==> src/sv/assert_macros.svh <==
// ----------------------------------------------------------------------------
// assert_macros.svh
// Concurrent assertion helpers shared by the RTL. Every check is clocked on
// i_clk and is disabled while i_rst_n is low.
// ----------------------------------------------------------------------------
`ifndef ASSERT_MACROS_SVH
`define ASSERT_MACROS_SVH

// The consequent must hold in the same cycle as the antecedent.
`define ASSERT_IMPLIES(label, ante, cons) \
    label: assert property (@(posedge i_clk) disable iff (!i_rst_n) \
        (ante) |-> (cons)) else $error("assertion failed: same-cycle check");

// The consequent must hold in the cycle after the antecedent.
`define ASSERT_NEXT(label, ante, cons) \
    label: assert property (@(posedge i_clk) disable iff (!i_rst_n) \
        (ante) |=> (cons)) else $error("assertion failed: next-cycle check");

`endif

==> src/sv/hrld_pkg.sv <==
// ----------------------------------------------------------------------------
// hrld_pkg
// Types and constants for the HTTP response length deframer: result kinds,
// the header line scan phases, and the header name to be matched.
// ----------------------------------------------------------------------------
package hrld_pkg;

    // Result kinds
    localparam logic [2:0] KIND_HEADER   = 3'd0;
    localparam logic [2:0] KIND_STORED   = 3'd1;
    localparam logic [2:0] KIND_DROPPED  = 3'd2;
    localparam logic [2:0] KIND_OVERFLOW = 3'd3;
    localparam logic [2:0] KIND_BAD_LEN  = 3'd4;
    localparam logic [2:0] KIND_IGNORED  = 3'd5;

    // Characters
    localparam logic [7:0] CH_CR    = 8'h0D;
    localparam logic [7:0] CH_LF    = 8'h0A;
    localparam logic [7:0] CH_COLON = 8'h3A;
    localparam logic [7:0] CH_SPACE = 8'h20;
    localparam logic [7:0] CH_TAB   = 8'h09;
    localparam logic [7:0] CH_ZERO  = 8'h30;
    localparam logic [7:0] CH_NINE  = 8'h39;
    localparam logic [7:0] CH_UC_A  = 8'h41;
    localparam logic [7:0] CH_UC_Z  = 8'h5A;

    // Last three header bytes when the terminator is one LF away
    localparam logic [23:0] TERM_PREFIX = 24'h0D0A0D;

    // Header name, lower case
    localparam int unsigned NAME_LEN = 14;
    localparam int unsigned KEY_W    = 4;

    // Reset value of the max_length register
    localparam logic [31:0] MAX_LENGTH_RESET = 32'd1048576;

    // Version word sits at body offsets four to seven
    localparam logic [31:0] VER_FIRST = 32'd4;
    localparam logic [31:0] VER_LAST  = 32'd7;
    localparam logic [31:0] VER_DONE  = 32'd8;

    // Scan phase within one header line
    typedef enum logic [3:0] {
        PH_KEY   = 4'b0001,
        PH_BLANK = 4'b0010,
        PH_DIGIT = 4'b0100,
        PH_REST  = 4'b1000
    } t_line_phase;

    // Character of "content-length" at a given position
    function automatic logic [7:0] name_char(input logic [KEY_W-1:0] pos);
        logic [7:0] c;
        case (pos)
            4'd0:    c = 8'h63; // c
            4'd1:    c = 8'h6F; // o
            4'd2:    c = 8'h6E; // n
            4'd3:    c = 8'h74; // t
            4'd4:    c = 8'h65; // e
            4'd5:    c = 8'h6E; // n
            4'd6:    c = 8'h74; // t
            4'd7:    c = 8'h2D; // -
            4'd8:    c = 8'h6C; // l
            4'd9:    c = 8'h65; // e
            4'd10:   c = 8'h6E; // n
            4'd11:   c = 8'h67; // g
            4'd12:   c = 8'h74; // t
            4'd13:   c = 8'h68; // h
            default: c = 8'h00;
        endcase
        return c;
    endfunction

endpackage

==> src/sv/http_response_length_deframer_unit.sv <==
// ----------------------------------------------------------------------------
// http_response_length_deframer_unit
// Takes an HTTP response one byte per transaction and gives one result per
// byte. Header bytes are counted (at most HEADER_MAX) until CR LF CR LF;
// the first "content-length:" line (name in any case) supplies the body
// length, which must be nonzero and no larger than max_length. Body bytes
// come out with their offset up to that length and are dropped after it;
// body bytes four to seven form the little-endian package version. After
// any error every byte is reported as ignored until reset. Throughput is
// one byte per clock while the result port is not stalled: each byte passes
// an input register, the scan logic (the longest path is the saturating
// multiply-by-ten of the length value) and a result register. max_length
// resets to 1048576 and is written on the configuration channel; the user
// must write it only while no byte is in flight, the block does not enforce it.
// ----------------------------------------------------------------------------
module http_response_length_deframer_unit #(
    parameter int HEADER_MAX = 512
) (
    input  logic        i_clk,
    input  logic        i_rst_n,
    // byte input
    input  logic        i_in_valid,
    output logic        o_in_stall,
    input  logic [7:0]  i_data_byte,
    // result output
    output logic        o_out_valid,
    input  logic        i_out_stall,
    output logic [2:0]  o_kind,
    output logic [7:0]  o_body_byte,
    output logic [31:0] o_body_offset,
    output logic [31:0] o_content_length,
    output logic [31:0] o_package_version,
    output logic        o_version_valid,
    output logic        o_complete,
    // configuration write
    input  logic        i_cfg_valid,
    output logic        o_cfg_ready,
    input  logic [31:0] i_cfg_data
);

`include "assert_macros.svh"

    localparam int CntW = $clog2(HEADER_MAX + 1);

    // Pipeline control
    logic       r_in_valid;
    logic [7:0] r_in_byte;
    logic       r_out_valid;
    logic       out_free;
    logic       advance;
    logic       in_accept;

    // Block state
    logic [31:0]                 r_max_length;
    logic [23:0]                 r_recent,     n_recent;
    logic [CntW-1:0]             r_hdr_count,  n_hdr_count;
    logic [hrld_pkg::KEY_W-1:0]  r_key_pos,    n_key_pos;
    hrld_pkg::t_line_phase       r_phase,      n_phase;
    logic [31:0]                 r_accum,      n_accum;
    logic                        r_found,      n_found;
    logic                        r_header_done, n_header_done;
    logic [31:0]                 r_length_reg, n_length_reg;
    logic [31:0]                 r_offset,     n_offset;
    logic [31:0]                 r_version,    n_version;
    logic                        r_error,      n_error;

    // Result registers
    logic [2:0]  r_out_kind,    n_out_kind;
    logic [7:0]  r_out_byte,    n_out_byte;
    logic [31:0] r_out_offset,  n_out_offset;
    logic [31:0] r_out_length,  n_out_length;
    logic [31:0] r_out_version, n_out_version;
    logic        r_out_vvalid,  n_out_vvalid;
    logic        r_out_complete, n_out_complete;

    // Scan helpers
    logic [7:0]  b;
    logic [7:0]  lc;
    logic        is_digit;
    logic [3:0]  digit;
    logic [35:0] mul10;
    logic [31:0] len_val;
    logic [1:0]  ver_lane;

    // Handshake
    assign out_free    = !r_out_valid || !i_out_stall;
    assign advance     = r_in_valid && out_free;
    assign o_in_stall  = r_in_valid && !out_free;
    assign in_accept   = i_in_valid && !o_in_stall;
    assign o_cfg_ready = 1'b1;

    // Byte decode
    assign b        = r_in_byte;
    assign lc       = (b >= hrld_pkg::CH_UC_A && b <= hrld_pkg::CH_UC_Z) ? b + 8'd32 : b;
    assign is_digit = (b >= hrld_pkg::CH_ZERO && b <= hrld_pkg::CH_NINE);
    assign digit    = 4'(b - hrld_pkg::CH_ZERO);
    assign mul10    = ({4'd0, r_accum} << 3) + ({4'd0, r_accum} << 1) + 36'(digit);
    assign ver_lane = 2'(r_offset - hrld_pkg::VER_FIRST);

    // Per-byte update
    always_comb begin
        n_recent       = r_recent;
        n_hdr_count    = r_hdr_count;
        n_key_pos      = r_key_pos;
        n_phase        = r_phase;
        n_accum        = r_accum;
        n_found        = r_found;
        n_header_done  = r_header_done;
        n_length_reg   = r_length_reg;
        n_offset       = r_offset;
        n_version      = r_version;
        n_error        = r_error;
        n_out_kind     = hrld_pkg::KIND_HEADER;
        n_out_byte     = 8'd0;
        n_out_offset   = 32'd0;
        n_out_length   = 32'd0;
        n_out_complete = 1'b0;
        len_val        = 32'd0;

        if (r_error) begin
            n_out_kind = hrld_pkg::KIND_IGNORED;
        end else if (!r_header_done) begin
            if (r_hdr_count >= CntW'(HEADER_MAX)) begin
                n_out_kind = hrld_pkg::KIND_OVERFLOW;
                n_error    = 1'b1;
            end else begin
                n_hdr_count = r_hdr_count + CntW'(1);
                // line scan for the length field
                if (b == hrld_pkg::CH_LF) begin
                    if (r_found) begin
                        n_phase = hrld_pkg::PH_REST;
                    end else begin
                        n_phase   = hrld_pkg::PH_KEY;
                        n_key_pos = '0;
                    end
                end else begin
                    case (r_phase)
                        hrld_pkg::PH_KEY: begin
                            if (r_key_pos < hrld_pkg::KEY_W'(hrld_pkg::NAME_LEN)) begin
                                if (lc == hrld_pkg::name_char(r_key_pos)) begin
                                    n_key_pos = r_key_pos + hrld_pkg::KEY_W'(1);
                                end else begin
                                    n_phase = hrld_pkg::PH_REST;
                                end
                            end else if (b == hrld_pkg::CH_COLON) begin
                                n_found = 1'b1;
                                n_accum = 32'd0;
                                n_phase = hrld_pkg::PH_BLANK;
                            end else begin
                                n_phase = hrld_pkg::PH_REST;
                            end
                        end
                        hrld_pkg::PH_BLANK, hrld_pkg::PH_DIGIT: begin
                            if (is_digit) begin
                                n_accum = (mul10[35:32] != 4'd0) ? 32'hFFFF_FFFF
                                                                 : mul10[31:0];
                                n_phase = hrld_pkg::PH_DIGIT;
                            end else if (r_phase == hrld_pkg::PH_BLANK &&
                                         (b == hrld_pkg::CH_SPACE ||
                                          b == hrld_pkg::CH_TAB)) begin
                                n_phase = r_phase;
                            end else begin
                                n_phase = hrld_pkg::PH_REST;
                            end
                        end
                        default: begin
                            n_phase = r_phase;
                        end
                    endcase
                end
                // header terminator
                if (n_hdr_count >= CntW'(4) && r_recent == hrld_pkg::TERM_PREFIX &&
                    b == hrld_pkg::CH_LF) begin
                    len_val = n_found ? n_accum : 32'd0;
                    if (len_val == 32'd0 || len_val > r_max_length) begin
                        n_out_kind   = hrld_pkg::KIND_BAD_LEN;
                        n_error      = 1'b1;
                        n_out_length = len_val;
                    end else begin
                        n_length_reg  = len_val;
                        n_header_done = 1'b1;
                        n_hdr_count   = '0;
                    end
                end
                n_recent = {r_recent[15:0], b};
            end
        end else if (r_offset < r_length_reg) begin
            n_out_kind   = hrld_pkg::KIND_STORED;
            n_out_byte   = b;
            n_out_offset = r_offset;
            if (r_offset >= hrld_pkg::VER_FIRST && r_offset <= hrld_pkg::VER_LAST) begin
                case (ver_lane)
                    2'd0:    n_version[7:0]   = b;
                    2'd1:    n_version[15:8]  = b;
                    2'd2:    n_version[23:16] = b;
                    default: n_version[31:24] = b;
                endcase
            end
            n_out_complete = (r_offset + 32'd1 == r_length_reg);
            n_offset       = r_offset + 32'd1;
        end else begin
            n_out_kind = hrld_pkg::KIND_DROPPED;
        end

        if (n_header_done) begin
            n_out_length = n_length_reg;
        end
        n_out_vvalid  = (n_offset >= hrld_pkg::VER_DONE);
        n_out_version = n_out_vvalid ? n_version : 32'd0;
    end

    // Control and state registers
    always_ff @(posedge i_clk) begin
        if (!i_rst_n) begin
            r_in_valid    <= 1'b0;
            r_out_valid   <= 1'b0;
            r_max_length  <= hrld_pkg::MAX_LENGTH_RESET;
            r_recent      <= '0;
            r_hdr_count   <= '0;
            r_key_pos     <= '0;
            r_phase       <= hrld_pkg::PH_KEY;
            r_accum       <= '0;
            r_found       <= 1'b0;
            r_header_done <= 1'b0;
            r_length_reg  <= '0;
            r_offset      <= '0;
            r_version     <= '0;
            r_error       <= 1'b0;
        end else begin
            // input stage
            if (in_accept) begin
                r_in_valid <= 1'b1;
            end else if (advance) begin
                r_in_valid <= 1'b0;
            end
            // result stage
            if (advance) begin
                r_out_valid <= 1'b1;
            end else if (!i_out_stall) begin
                r_out_valid <= 1'b0;
            end
            // configuration transaction
            if (i_cfg_valid && o_cfg_ready) begin
                r_max_length <= i_cfg_data;
            end
            // state commit
            if (advance) begin
                r_recent      <= n_recent;
                r_hdr_count   <= n_hdr_count;
                r_key_pos     <= n_key_pos;
                r_phase       <= n_phase;
                r_accum       <= n_accum;
                r_found       <= n_found;
                r_header_done <= n_header_done;
                r_length_reg  <= n_length_reg;
                r_offset      <= n_offset;
                r_version     <= n_version;
                r_error       <= n_error;
            end
        end
    end

    // Payload registers
    always_ff @(posedge i_clk) begin
        if (in_accept) begin
            r_in_byte <= i_data_byte;
        end
        if (advance) begin
            r_out_kind     <= n_out_kind;
            r_out_byte     <= n_out_byte;
            r_out_offset   <= n_out_offset;
            r_out_length   <= n_out_length;
            r_out_version  <= n_out_version;
            r_out_vvalid   <= n_out_vvalid;
            r_out_complete <= n_out_complete;
        end
    end

    assign o_out_valid       = r_out_valid;
    assign o_kind            = r_out_kind;
    assign o_body_byte       = r_out_byte;
    assign o_body_offset     = r_out_offset;
    assign o_content_length  = r_out_length;
    assign o_package_version = r_out_version;
    assign o_version_valid   = r_out_vvalid;
    assign o_complete        = r_out_complete;

    // Checks
    `ASSERT_IMPLIES(a_offset_in_range, r_header_done, r_offset <= r_length_reg)
    `ASSERT_IMPLIES(a_error_before_body, r_error, !r_header_done)
    `ASSERT_IMPLIES(a_count_in_range, 1'b1, r_hdr_count <= CntW'(HEADER_MAX))
    `ASSERT_IMPLIES(a_complete_is_stored, r_out_complete, r_out_kind == hrld_pkg::KIND_STORED)
    `ASSERT_NEXT(a_result_follows, advance, r_out_valid)

endmodule

==> config.mk <==
export PLATFORM = sky130hd
export DESIGN_NAME = http_response_length_deframer_unit
export DESIGN_NICKNAME = d
export VERILOG_FILES = /design/src/sv/hrld_pkg.sv /design/src/sv/http_response_length_deframer_unit.sv
export VERILOG_INCLUDE_DIRS = /design/src /design/src/sv
export SDC_FILE = /design/constraint.sdc
export NUM_CORES = 1
export LEC_CHECK = 0
export ABC_AREA = 0
export BUFFER_PORTS_ARGS = -buffer_cell sky130_fd_sc_hd__buf_2
export CORE_UTILIZATION = 38
export CTS_CLUSTER_SIZE = 8
export DETAILED_ROUTE_END_ITERATION = 7
export PLACE_DENSITY = 0.59
export REMOVE_ABC_BUFFERS = 1
export SLEW_MARGIN = 20
export SYNTH_ARGS = -nofsm -noshare
export SYNTH_HDL_FRONTEND = slang
export SYNTH_SLANG_ARGS = --single-unit
==> constraint.sdc <==
create_clock -name i_clk -period 11.2 [get_ports i_clk]
set_clock_uncertainty 0.1 [all_clocks]
set_input_delay 0.56 -clock i_clk [delete_from_list [all_inputs] [get_ports i_clk]]
set_output_delay 0.56 -clock i_clk [all_outputs]
set_load 0.02 [all_outputs]
# == Word-level counts from Yosys, hierarchy flattened ==
# Memories as Yosys holds them, arrays and structs flattened. A register that Yosys moved wholly into a read port is not among the register bits.
# Cells that the tools add are included.
# totals
mem_bits_ro,112
mem_count,1
regBits,324
out_inout_bits,112
# classes
bitwise_logic,4
n_addsub,8
n_eq_ne,16
reduce_logical,30
n_lt_le_gt_ge,12
muxes,82
# mem_list
memory,words,word_bits,read_ports,rd_clocked_by_memory_dff,write_ports,line,rtl
(no name shown),16,7,1,1,0,hrld_pkg.sv:53,case (pos)
# op_table
op,n
two-way mux 32 bit,27
two-way mux 8 bit,11
one-hot mux 32 bit (2 select lines),1
two-way mux 4 bit,14
adder 35 x 33 -> 36 bit,1
adder 36 x 4 -> 36 bit,1
adder 32 x 1 -> 32 bit (second input constant),1
equality test 32 bit,1
>= comparator 32 x 3 -> 1 bit (second input constant),1
>= comparator 32 x 4 -> 1 bit (second input constant),1
> comparator 32 bit,1
<= comparator 32 x 3 -> 1 bit (second input constant),1
logical NOT 32 bit,1
< comparator 32 bit,1
equality test 24 x 20 -> 1 bit (second input constant),1
two-way mux 1 bit,21
two-way mux 10 bit,2
equality test 8 x 4 -> 1 bit (second input constant),2
equality test 8 x 6 -> 1 bit (second input constant),2
two-way mux 3 bit,4
adder 10 x 1 -> 10 bit (second input constant),1
>= comparator 10 bit (second input constant),1
>= comparator 10 x 3 -> 1 bit (second input constant),1
logical AND 1 bit,9
other kinds (32),45

# == Longest topological paths before layout ==
# Gate-level depths: netlist (run 1).
# depth
word_depth,19
mapped_depth,31
depth_no_buf,27

# == Least setup slack after synthesis (run 1) ==
# No wires, ideal clock.
# synth_timing
path_kind,input port to flip-flop
start,in i_out_stall
end,reg with a tool-made name
slack_ps,5023
path_stages,11
arrival_time_ps,5961
path_buffers,1
cell_sequence,a21boi_0 > clkbuf_1 > and2_1 > nand2_1 > a21oi_1 > and4_1 > xor2_1 > nand2_1 > o21ai_0 > a21oi_1 > a31o_2
# synth_lines
item,line,rtl
from (decl),http_response_length_deframer_unit.sv:27,"input logic i_out_stall,"

# == Final worst setup path (run 1) ==
# layout_timing
start,"reg r_in_byte[3], in the netlist b[3]"
end,reg r_length_reg[24]
# layout_via
elab_chain_len,18
word_cells_on_any_way,34
# layout_lines
item,line,rtl
from (decl),http_response_length_deframer_unit.sv:47,logic [7:0] r_in_byte;
from (signal assigned),http_response_length_deframer_unit.sv:266,r_in_byte <= i_data_byte;
subtractor 4 x 1 -> 4 bit,http_response_length_deframer_unit.sv:96,assign digit = 4'(b - hrld_pkg::CH_ZERO);
adder 36 x 4 -> 36 bit,http_response_length_deframer_unit.sv:97,"assign mul10 = ({4'd0, r_accum} << 3) + ({4'd0, r_accum} << 1) + 36'(digit);"
nonzero test 4 bit,http_response_length_deframer_unit.sv:155,n_accum = (mul10[35:32] != 4'd0) ? 32'hFFFF_FFFF
two-way mux 32 bit,http_response_length_deframer_unit.sv:155,
two-way mux 32 bit,http_response_length_deframer_unit.sv:154,if (is_digit) begin
one-hot mux 32 bit (2 select lines),http_response_length_deframer_unit.sv:137,case (r_phase)
two-way mux 32 bit,http_response_length_deframer_unit.sv:129,if (b == hrld_pkg::CH_LF) begin
two-way mux 32 bit,http_response_length_deframer_unit.sv:123,if (r_hdr_count >= CntW'(HEADER_MAX)) begin
[2 not listed],-,
two-way mux 32 bit,http_response_length_deframer_unit.sv:174,len_val = n_found ? n_accum : 32'd0;
> comparator 32 bit or logical NOT 32 bit (tied branches),http_response_length_deframer_unit.sv:175,if (len_val == 32'd0 || len_val > r_max_length) begin
logical OR 1 bit,http_response_length_deframer_unit.sv:175,
two-way mux 32 bit,http_response_length_deframer_unit.sv:175,
two-way mux 32 bit *,http_response_length_deframer_unit.sv:172,if (n_hdr_count >= CntW'(4) && r_recent == hrld_pkg::TERM_PREFIX &&
two-way mux 32 bit *,http_response_length_deframer_unit.sv:123,
two-way mux 32 bit *,http_response_length_deframer_unit.sv:122,end else if (!r_header_done) begin
two-way mux 32 bit *,http_response_length_deframer_unit.sv:120,if (r_error) begin
to (signal assigned),http_response_length_deframer_unit.sv:255,r_length_reg <= n_length_reg;
to (decl),http_response_length_deframer_unit.sv:62,"logic [31:0] r_length_reg, n_length_reg;"
# Every way passes the cells marked *; elsewhere a longest branch is shown, timed or not. The select of a mux whose other input is x is not followed.
# A chain may end at the register's enable or synchronous reset.

==> results of run 1 <==
[power by group]
group | leakage, uW | total, uW | internal [uW] | switching, uW
sequential | 0.00277 | 1300 | 1280 | 23.4
combinational | 0.00532 | 152 | 52.7 | 99.6
clock | 0.000646 | 1310 | 787 | 524
total | 0.00874 | 2760 | 2120 | 647
[worst min path at each step]
stage	endpoint	depth (start not counted)
6_report	b[0]	1
2_1_floorplan	r_length_reg[11]	2
5_1_grt	b[3]	1
3_3_place_gp	r_length_reg[11]	2
4_1_cts	b[0]	1
3_5_place_dp	r_length_reg[16]	2
[routing by layer]
layer  share of wire  vias up  GRT usage
li1                -     8294          -
met1            0.46     8021     0.2882
met2            0.46      473     0.3461
met3           0.047      106    0.02525
met4           0.028        0    0.07128
met5               0        -          0
[placed cells by master (no fill, tap or decap), types with 45 or more instances in the layout]
master / count
nand2_1: 305
dfxtp_1: 214
buf_2: 154
ha_1: 142
nor2_1: 127
o21ai_0: 121
edfxtp_1: 117
nand3_1: 103
nor2b_1: 101
and2_1: 90
inv_1: 88
a21oi_1: 85
xnor2_1: 83
mux2i_1: 73
clkbuf_16: 47
o21ai_1: 45
xor2_1: 45
[cells by family (layout without fill, tap and decap cells)]
logic type,count (synthesis),count (layout),share of synthesized area
compound gates,487,487,0.1578
xor+xnor,128,128,0.05532
fa+ha+maj,144,144,0.08965
buf+inv,237,341,0.04840
flops,331,331,0.3848
mux,74,74,0.03661
other cells,1,1,0.0001850
simple gates,918,918,0.2273
[area by class of cell]
class	instances	area, um^2
Clock buffer	74	1297
Clock inverter	3	55.05
Fill cell	5180	29860
Inverter	89	334.1
Multi-Input combinational cell	1752	11510
Sequential cell	331	7797
Tap cell	688	860.8
Timing Repair Buffer	175	932.1
[cells in the mapped netlist (6+ instances only)]
library cell	instances
and3_1	19
or2_2	6
a211oi_1	15
clkbuf_1	111
a21oi_2	27
a22oi_1	6
or4_1	6
a21oi_1	85
a2bb2oi_1	14
or3_1	14
nor2b_1	101
o21a_1	15
buf_6	8
edfxtp_1	117
a21boi_0	33
ha_1	142
and4_1	11
buf_2	19
o21ai_1	45
a21o_1	41
xnor2_1	83
and2_1	90
a211o_1	7
a21boi_1	8
o211ai_1	16
nand2_1	305
xor2_1	45
nand3_1	103
nor4b_1	8
nand2b_1	7
o31ai_1	6
nor3_1	38
dfxtp_1	214
o21ai_0	121
buf_1	8
a31oi_1	8
mux2i_1	73
inv_1	88
nor4_1	20
nand4_1	39
nor2_1	128
[metrics by stage]
| stage | hold slack (ps) | cell area (um^2) | std cells |
|---|---|---|---|
| after floorplan | 336.7 | 19620 | 2172 |
| after global placement | 342.4 | 21440 | 3035 |
| after detailed placement | 349.7 | 21440 | 3035 |
| after CTS | 29.63 | 22790 | 3112 |
| after global routing | 31.66 | 22790 | 3112 |
| final | 58.03 | 22790 | 3112 |
==> metrics.txt, run 1 <==
status=finished clean; Num CTS Buffers=between 40 and 50; Max transition margin=0.2813; Seq/Total Area, Yosys=0.3848; Post-synth EDFFs=117; CP Buf/Inv Count=1; # rows=84; Crit Path Max Fanout=64; worst setup path start=b[3]; Worst Setup Start Kind=flip-flop; first drt pass iteration count=6; Cell variety after synth=85; initial drt markers=1099; antenna violations before repair=0; cells on worst reg2reg path=26; setup slack, reg-to-reg=roughly 3400 ps; port buffer count=155; minimum clock period=7842 ps; # hold bufs at CTS=0; delay of the slowest cell on the worst path=750 ps; WL final=58240 um; worst slew pin tran=1078 ps; CTS Sinks=331; fin crit share=0.7002; post-CTS sizing=0; Bufs on Longest Clock Path=3; GRT Overall Usage=0.2118; area grow syn2layout=12.47%; first-pass GRT wire length=90580 um; CP required=between 10000 and 15000 ps; #FFs+latches synth=331; Ports=157; Post-Synthesis Cells=2320; Fmax=127.5 MHz; clock latency on the worst-skew pair=580 ps; remaining antenna violation count after routing=0; Leak=0.008738 uW; Ys Warns=0; H-tree Lvls=2; largest net degree at the start of global routing=100; setup ws final=3358 ps; Async S/R FF share, synth=0; most frequent CP cell=a21oi_1; Critical R2R Capture=r_length_reg[24]; type of the most critical hold path=in -> reg; Final Max Slew Viols=0; total stage count of the critical path=26; final setup fails=0; Setup WS pre-CTS=approximately 3500 ps; arrival time at the worst endpoint=8160 ps; Initial Util=0.3849; DRC viols=0; DP HPWL=42870 um; GPL Wtd Cong=0.9523; Worst Path Class, Setup=reg -> reg; die area=0.05426 mm^2; Core Util, Final=0.4328; total power=2764 uW; post-CTS setup repair buffer count=0; vias in the first global route=~16000; crit-path leading delay family=compound AO/OA/AOI/OAI gates; Avg Cell Area, Syn=approximately 8.7 um^2; top post-synthesis cells by area=dfxtp_1, edfxtp_1, ha_1; drt wl/cell=about 19 um; post-synth top area cell=dfxtp_1; MaxCap Viol Count=0; Worst-path clk slew=~50 ps; Net count, final=2585; via count=16890; drt via density=5.429; CP max stage cell=edfxtp_1; Netlist Area Pre-Place=0.02027 mm^2; unrepaired setup endpoints after global routing=no; Pwr per Cell Area=121.3 mW/mm^2; root buf cell=clkbuf_16; die height=232.9 um; CP Capture Point=r_length_reg[24]; TritonCTS clock tree=yes; Core ar.=0.05266 mm^2; number of diodes=0; reg2reg start=b[3]; top_reg_cell synth=dfxtp_1; share of layout cells above drive strength 1=0.1172; maximum VDD drop=0.0001148 V; HP Start=i_data_byte[0]; GRT Residual Overflow=0; Hold Fails Final Rpt=0; Synth top area share=0.2114; Setup TNS=0 ps; DIE WIDTH=232.9 um; CP Capture Type=flip-flop
No activity file was read; power rests on OpenSTA's default activity.
==> run 2: changes to the inputs <==
- clock period: 11.2 -> 7.9 ns (I/O delays scaled with it)
==> run 2 against run 1 <==
  * Combinational power grew 55%
  * First-iteration DRC count grew 20%
  * Sequential power grew 42%
  * Cell count grew 1.3%
  * Via count grew 0.49%
  * Register-to-register slack lost 2400 ps
  * Critical endpoint is now r_length_reg[29]
  * Highest routed layer unchanged
==> metrics.txt, run 2 (synthesis results as in run 1) <==
status=finished clean; Worst Path Class, Setup=reg -> reg; remaining antenna violation count after routing=0; Initial Util=0.3849; Core ar.=0.05266 mm^2; Crit Path Max Fanout=64; antenna violations before repair=0; first drt pass iteration count=5; arrival time at the worst endpoint=7300 ps; CP Buf/Inv Count=2; type of the most critical hold path=in -> reg; GRT Overall Usage=0.2128; DP HPWL=42830 um; Worst-path clk slew=50 ps; Max transition margin=0.2718; CP Capture Type=flip-flop; maximum VDD drop=between 0.00015 and 0.0002 V; drt via density=5.382; reg2reg start=b[3]; GRT Residual Overflow=0; MaxCap Viol Count=0; Cell Int Power=just over 3000 uW; unrepaired setup endpoints after global routing=no; H-tree Lvls=2; delay of the slowest cell on the worst path=660 ps; drt wl/cell=between 15 and 20 um; first-pass GRT wire length=90690 um; Critical R2R Capture=r_length_reg[29]; final instance area=0.02321 mm^2; initial drt markers=~1300; Num CTS Buffers=48; DIE WIDTH=roughly 230 um; Leak=0.008917 uW; cells on worst reg2reg path=25; switching pwr=around 950 uW; total power=3968 uW; HP Start=i_cfg_data[16]; Ports=157; Sequential Power Share=0.463; DRC viols=0; most frequent cells in the layout=nand2_1, dfxtp_1, buf_2, ha_1, nor2_1; clock latency on the worst-skew pair=600 ps; area post-placement=around 0.021 mm^2; vias in the first global route=16150; root buf cell=clkbuf_16; post-CTS setup repair buffer count=0; Setup TNS=0 ps; final setup fails=0; # rows=84; combinational power share=0.060; setup slack, reg-to-reg=920 ps; WL final=58390 um; CTS Sinks=331; area grow syn2layout=14.52%; Fin Hold WS=18.87 ps; post-CTS sizing=0; Hold Fails Final Rpt=0; Net count, final=about 2600; Final Max Slew Viols=0; clock power share=0.477; Bufs on Longest Clock Path=3; crit-path leading delay family=compound AO/OA/AOI/OAI gates; most common cell after layout, fill and taps aside=nand2_1; Fmax=between 100 and 150 MHz; most frequent CP cell=a21o_1; Pwr per Cell Area=171.0 mW/mm^2; TritonCTS clock tree=yes; Setup WS pre-CTS=1041 ps; die area=~0.054 mm^2; CP max stage cell=a211o_2; die height=roughly 230 um; setup ws final=a little over 900 ps; Net Sw Frac=0.2385; fin crit share=0.8839; minimum clock period=6983 ps; Worst Setup Start Kind=flip-flop; WHS Path Cells=3; total stage count of the critical path=25; port buffer count=155; largest net degree at the start of global routing=93; # hold bufs at CTS=36; via count=16980; number of diodes=0; worst hold endpoint=r_max_length[16]; worst slew pin tran=1090 ps; CP required=8210 ps; GPL Wtd Cong=0.9359; share of layout cells above drive strength 1=0.1176
-- run 2: changes by cell type in the layout (fill, tap and decap cells not counted), sizes merged --
cell,before,now
clkinvlp,0,1
dlygate4sd3,0,36
buf,175,179
clkbuf,74,73
clkinv,2,4
-- run 2: cell type report --
class	instances	area [um^2]
fill	5152	29450
multi-input combinational	1752	11510
sequential	331	7797
timing repair buffer	215	1323
clock buffer	73	1295
tap	688	860.8
inverter	89	334.1
clock inverter	6	83.83
-- run 2: power by group through the flow --
| stage | Combinational [uW] | Clock [uW] | Sequential [uW] |
|---|---|---|---|
| after floorplan | 83.8 | 0 | 1910 |
| after global placement | 221 | 0 | 1870 |
| after detailed placement | 223 | 0 | 1870 |
| after CTS | 237 | 1940 | 1840 |
| after global routing | 255 | 2010 | 1840 |
| final | 236 | 1890 | 1840 |
-- run 2: worst max path at each step --
stage,from,endpoint,slack (ps)
4_1_cts,b[3],r_length_reg[29],970
6_report,b[3],r_length_reg[29],920
2_1_floorplan,i_out_stall,r_version[0],-4190
3_3_place_gp,b[3],r_length_reg[25],1140
3_5_place_dp,b[3],r_length_reg[29],1040
5_1_grt,b[3],r_length_reg[18],430
-- run 2: stage by stage --
stage            util  instances
2_1_floorplan       -       2172
3_3_place_gp   0.4077       3039
3_5_place_dp   0.4077       3039
4_1_cts        0.4408       3154
5_1_grt        0.4408       3154
6_report       0.4408       3154
-- run 2: tightest hold or removal path, cell delays in order --
cell     delay (ps)
buf_2            80
mux2i_1          60
nor2b_1         110
-- run 2: routing by layer --
layer / global-route usage / wire (um) / up-vias
li1: - / - / 8389
met1: 0.2921 / 26790 / 8027
met2: 0.3462 / 27280 / 463
met3: 0.02672 / 2773 / 97
met4: 0.06577 / 1547 / 0
met5: 0 / 0 / -
==> run 3: changes to the inputs <==
- CORE_UTILIZATION: 38 -> 45
- GPL_TIMING_DRIVEN: default -> 0
- PLACE_DENSITY: 0.59 -> 0.67
==> run 3 against run 2 <==
  * Total power decreased by 0.71%
  * Non-clock buffer count increased by 12
  * First-iteration DRC count shrank 8.3%
  * Setup slack worse by 510 ps
  * Critical path type unchanged
  * Largest power group unchanged
==> metrics.txt, run 3 (synthesis results as in run 1) <==
WL final=55510 um; Hold Fails Final Rpt=0; CP required=about 8300 ps; top sig layer=met4; maximum VDD drop=approximately 0.00013 V; share of layout cells above drive strength 1=0.1232; Worst-path clk slew=~50 ps; Initial Util=0.4573; Final Max Slew Viols=0; Bufs on Longest Clock Path=3; area grow syn2layout=15.18%; vias in the first global route=about 16000; drt wl/cell=18.10 um; largest net degree at the start of global routing=153; wire length on met2=roughly 26000 um; final instance area=0.02334 mm^2; Max transition margin=0.3042; crit-path leading delay family=compound AO/OA/AOI/OAI gates; Crit Path Max Fanout=34; GRT Residual Overflow=0; Net count, final=2637; cells on worst reg2reg path=24; Core Util, Final=0.5267; CP Buf/Inv Count=2; status=finished clean; GPL Wtd Cong=0.9443; worst slew pin tran=1044 ps; initial drt markers=1209; root buf cell=clkbuf_16; final setup fails=0; Worst Path Class, Setup=reg -> reg; Leak=0.009031 uW; setup ws final=407.5 ps; arrival time at the worst endpoint=7850 ps; first-pass GRT wire length=87670 um; remaining antenna violation count after routing=0; Core ar.=0.04432 mm^2; clock latency on the worst-skew pair=590 ps; CP max stage cell=fa_1; Num CTS Buffers=47; fin crit share=0.9484; die height=214.2 um; DP HPWL=around 40000 um; most frequent cells in the layout=nand2_1, dfxtp_1, buf_2, ha_1, nor2_1; DRC viols=0; Met1 Wirelength=around 25000 um; via count=approximately 17000; die area=0.04589 mm^2; routed wl met3=3050 um; GRT Overall Usage=0.2373; H-tree Lvls=2; Fmax=roughly 130 MHz; number of diodes=0; Pwr per Cell Area=about 170 mW/mm^2; minimum clock period=7493 ps; CP Capture Type=flip-flop; antenna violations before repair=1; most common cell after layout, fill and taps aside=nand2_1; # rows=77; CTS Sinks=331; delay of the slowest cell on the worst path=650 ps; total power=3940 uW; first drt pass iteration count=5; DIE WIDTH=214.2 um; Ports=roughly 160; Setup WS pre-CTS=-483.8 ps; total stage count of the critical path=24; drt via density=5.554; type of the most critical hold path=in -> reg; port buffer count=155; unrepaired setup endpoints after global routing=no; MaxCap Viol Count=0; area post-placement=0.02151 mm^2; WHS Path Cells=3; worst path cell trace=fa_1, inv_1, fa_1, nand2b_1, a21oi_1, o21ai_0, a21oi_2, nand3_1, nand3_1, a211o_4, nand2_1, a21oi_1, ha_1, a21o_1, a21o_1, a21oi_1, o21ai_0, a2111oi_1, nor4bb_1, a211oi_1, a211o_4, buf_16, nand3_1, o21ai_1; Worst Setup Start Kind=flip-flop; TritonCTS clock tree=yes
==> run 3: cell types whose count changed in the layout (fill, tap and decap cells not counted), moves of 2 or more <==
cell,before,now
buf_16,0,6
buf_4,24,19
buf_2,154,158
buf_6,1,5
buf_8,0,3
a211o_4,0,2
==> run 3: metal layers <==
metal | global-route usage | up-vias
met3 | 0.03220 | 109
met2 | 0.3894 | 506
li1 | - | 8396
met1 | 0.3157 | 8022
met4 | 0.09381 | 0
met5 | 0 | -
==> run 3: path summary, 6_finish.rpt <==
path	to	slack [ps]	from
hold reg to reg	r_length_reg[26]	350	r_length_reg[26]
setup reg to reg	r_length_reg[28]	410	b[3]
setup / recovery	r_length_reg[28]	410	b[3]
hold / removal	r_max_length[29]	20	i_cfg_data[29]
==> run 3: power by group <==
part	switching, uW	internal (uW)	leakage [uW]
logic	145	97.7	0.00562
registers	31.1	1810	0.00277
clock network	756	1100	0.000643
==> run 3: worst register-to-register path, cell delays in order (launching register included) <==
cell and delay, ps:
edfxtp_1 620, fa_1 660, inv_1 70, fa_1 460, nand2b_1 190, a21oi_1 280, o21ai_0 230, a21oi_2 350
nand3_1 130, nand3_1 240, a211o_4 330, nand2_1 280, a21oi_1 490, ha_1 350, a21o_1 180, a21o_1 170
a21oi_1 130, o21ai_0 180, a2111oi_1 610, nor4bb_1 290, a211oi_1 150, a211o_4 470, buf_16 230, nand3_1 110
o21ai_1 90
==> run 3: area by class of cell <==
class / count / area, um^2
fillers: 4097 / 20980
inverters: 89 / 334.1
well taps: 592 / 740.7
clock buffers: 71 / 1266
repair buffers: 227 / 1570
clock inverters: 5 / 85.08
flip-flops and latches: 331 / 7797
multi-input cells: 1752 / 11550
==> run 3: through the flow <==
stage,hold slack [ps],TNS (ps),std cells
3_5_place_dp,348.7,-13110,2941
3_3_place_gp,343.0,-1966170,2919
2_1_floorplan,336.7,-777750,2172
4_1_cts,4.753,0,3053
6_report,15.98,0,3067
5_1_grt,16.75,0,3067
==> run 3: what timing repair did <==
item	4_1_cts	5_1_grt
gates cloned	0	0
buffers inserted	1	13
pin swaps	0	1
setup endpoints to repair	44	28
resized for setup	2	2
hold buffers	35	0
endpoints found under the hold margin	35	0
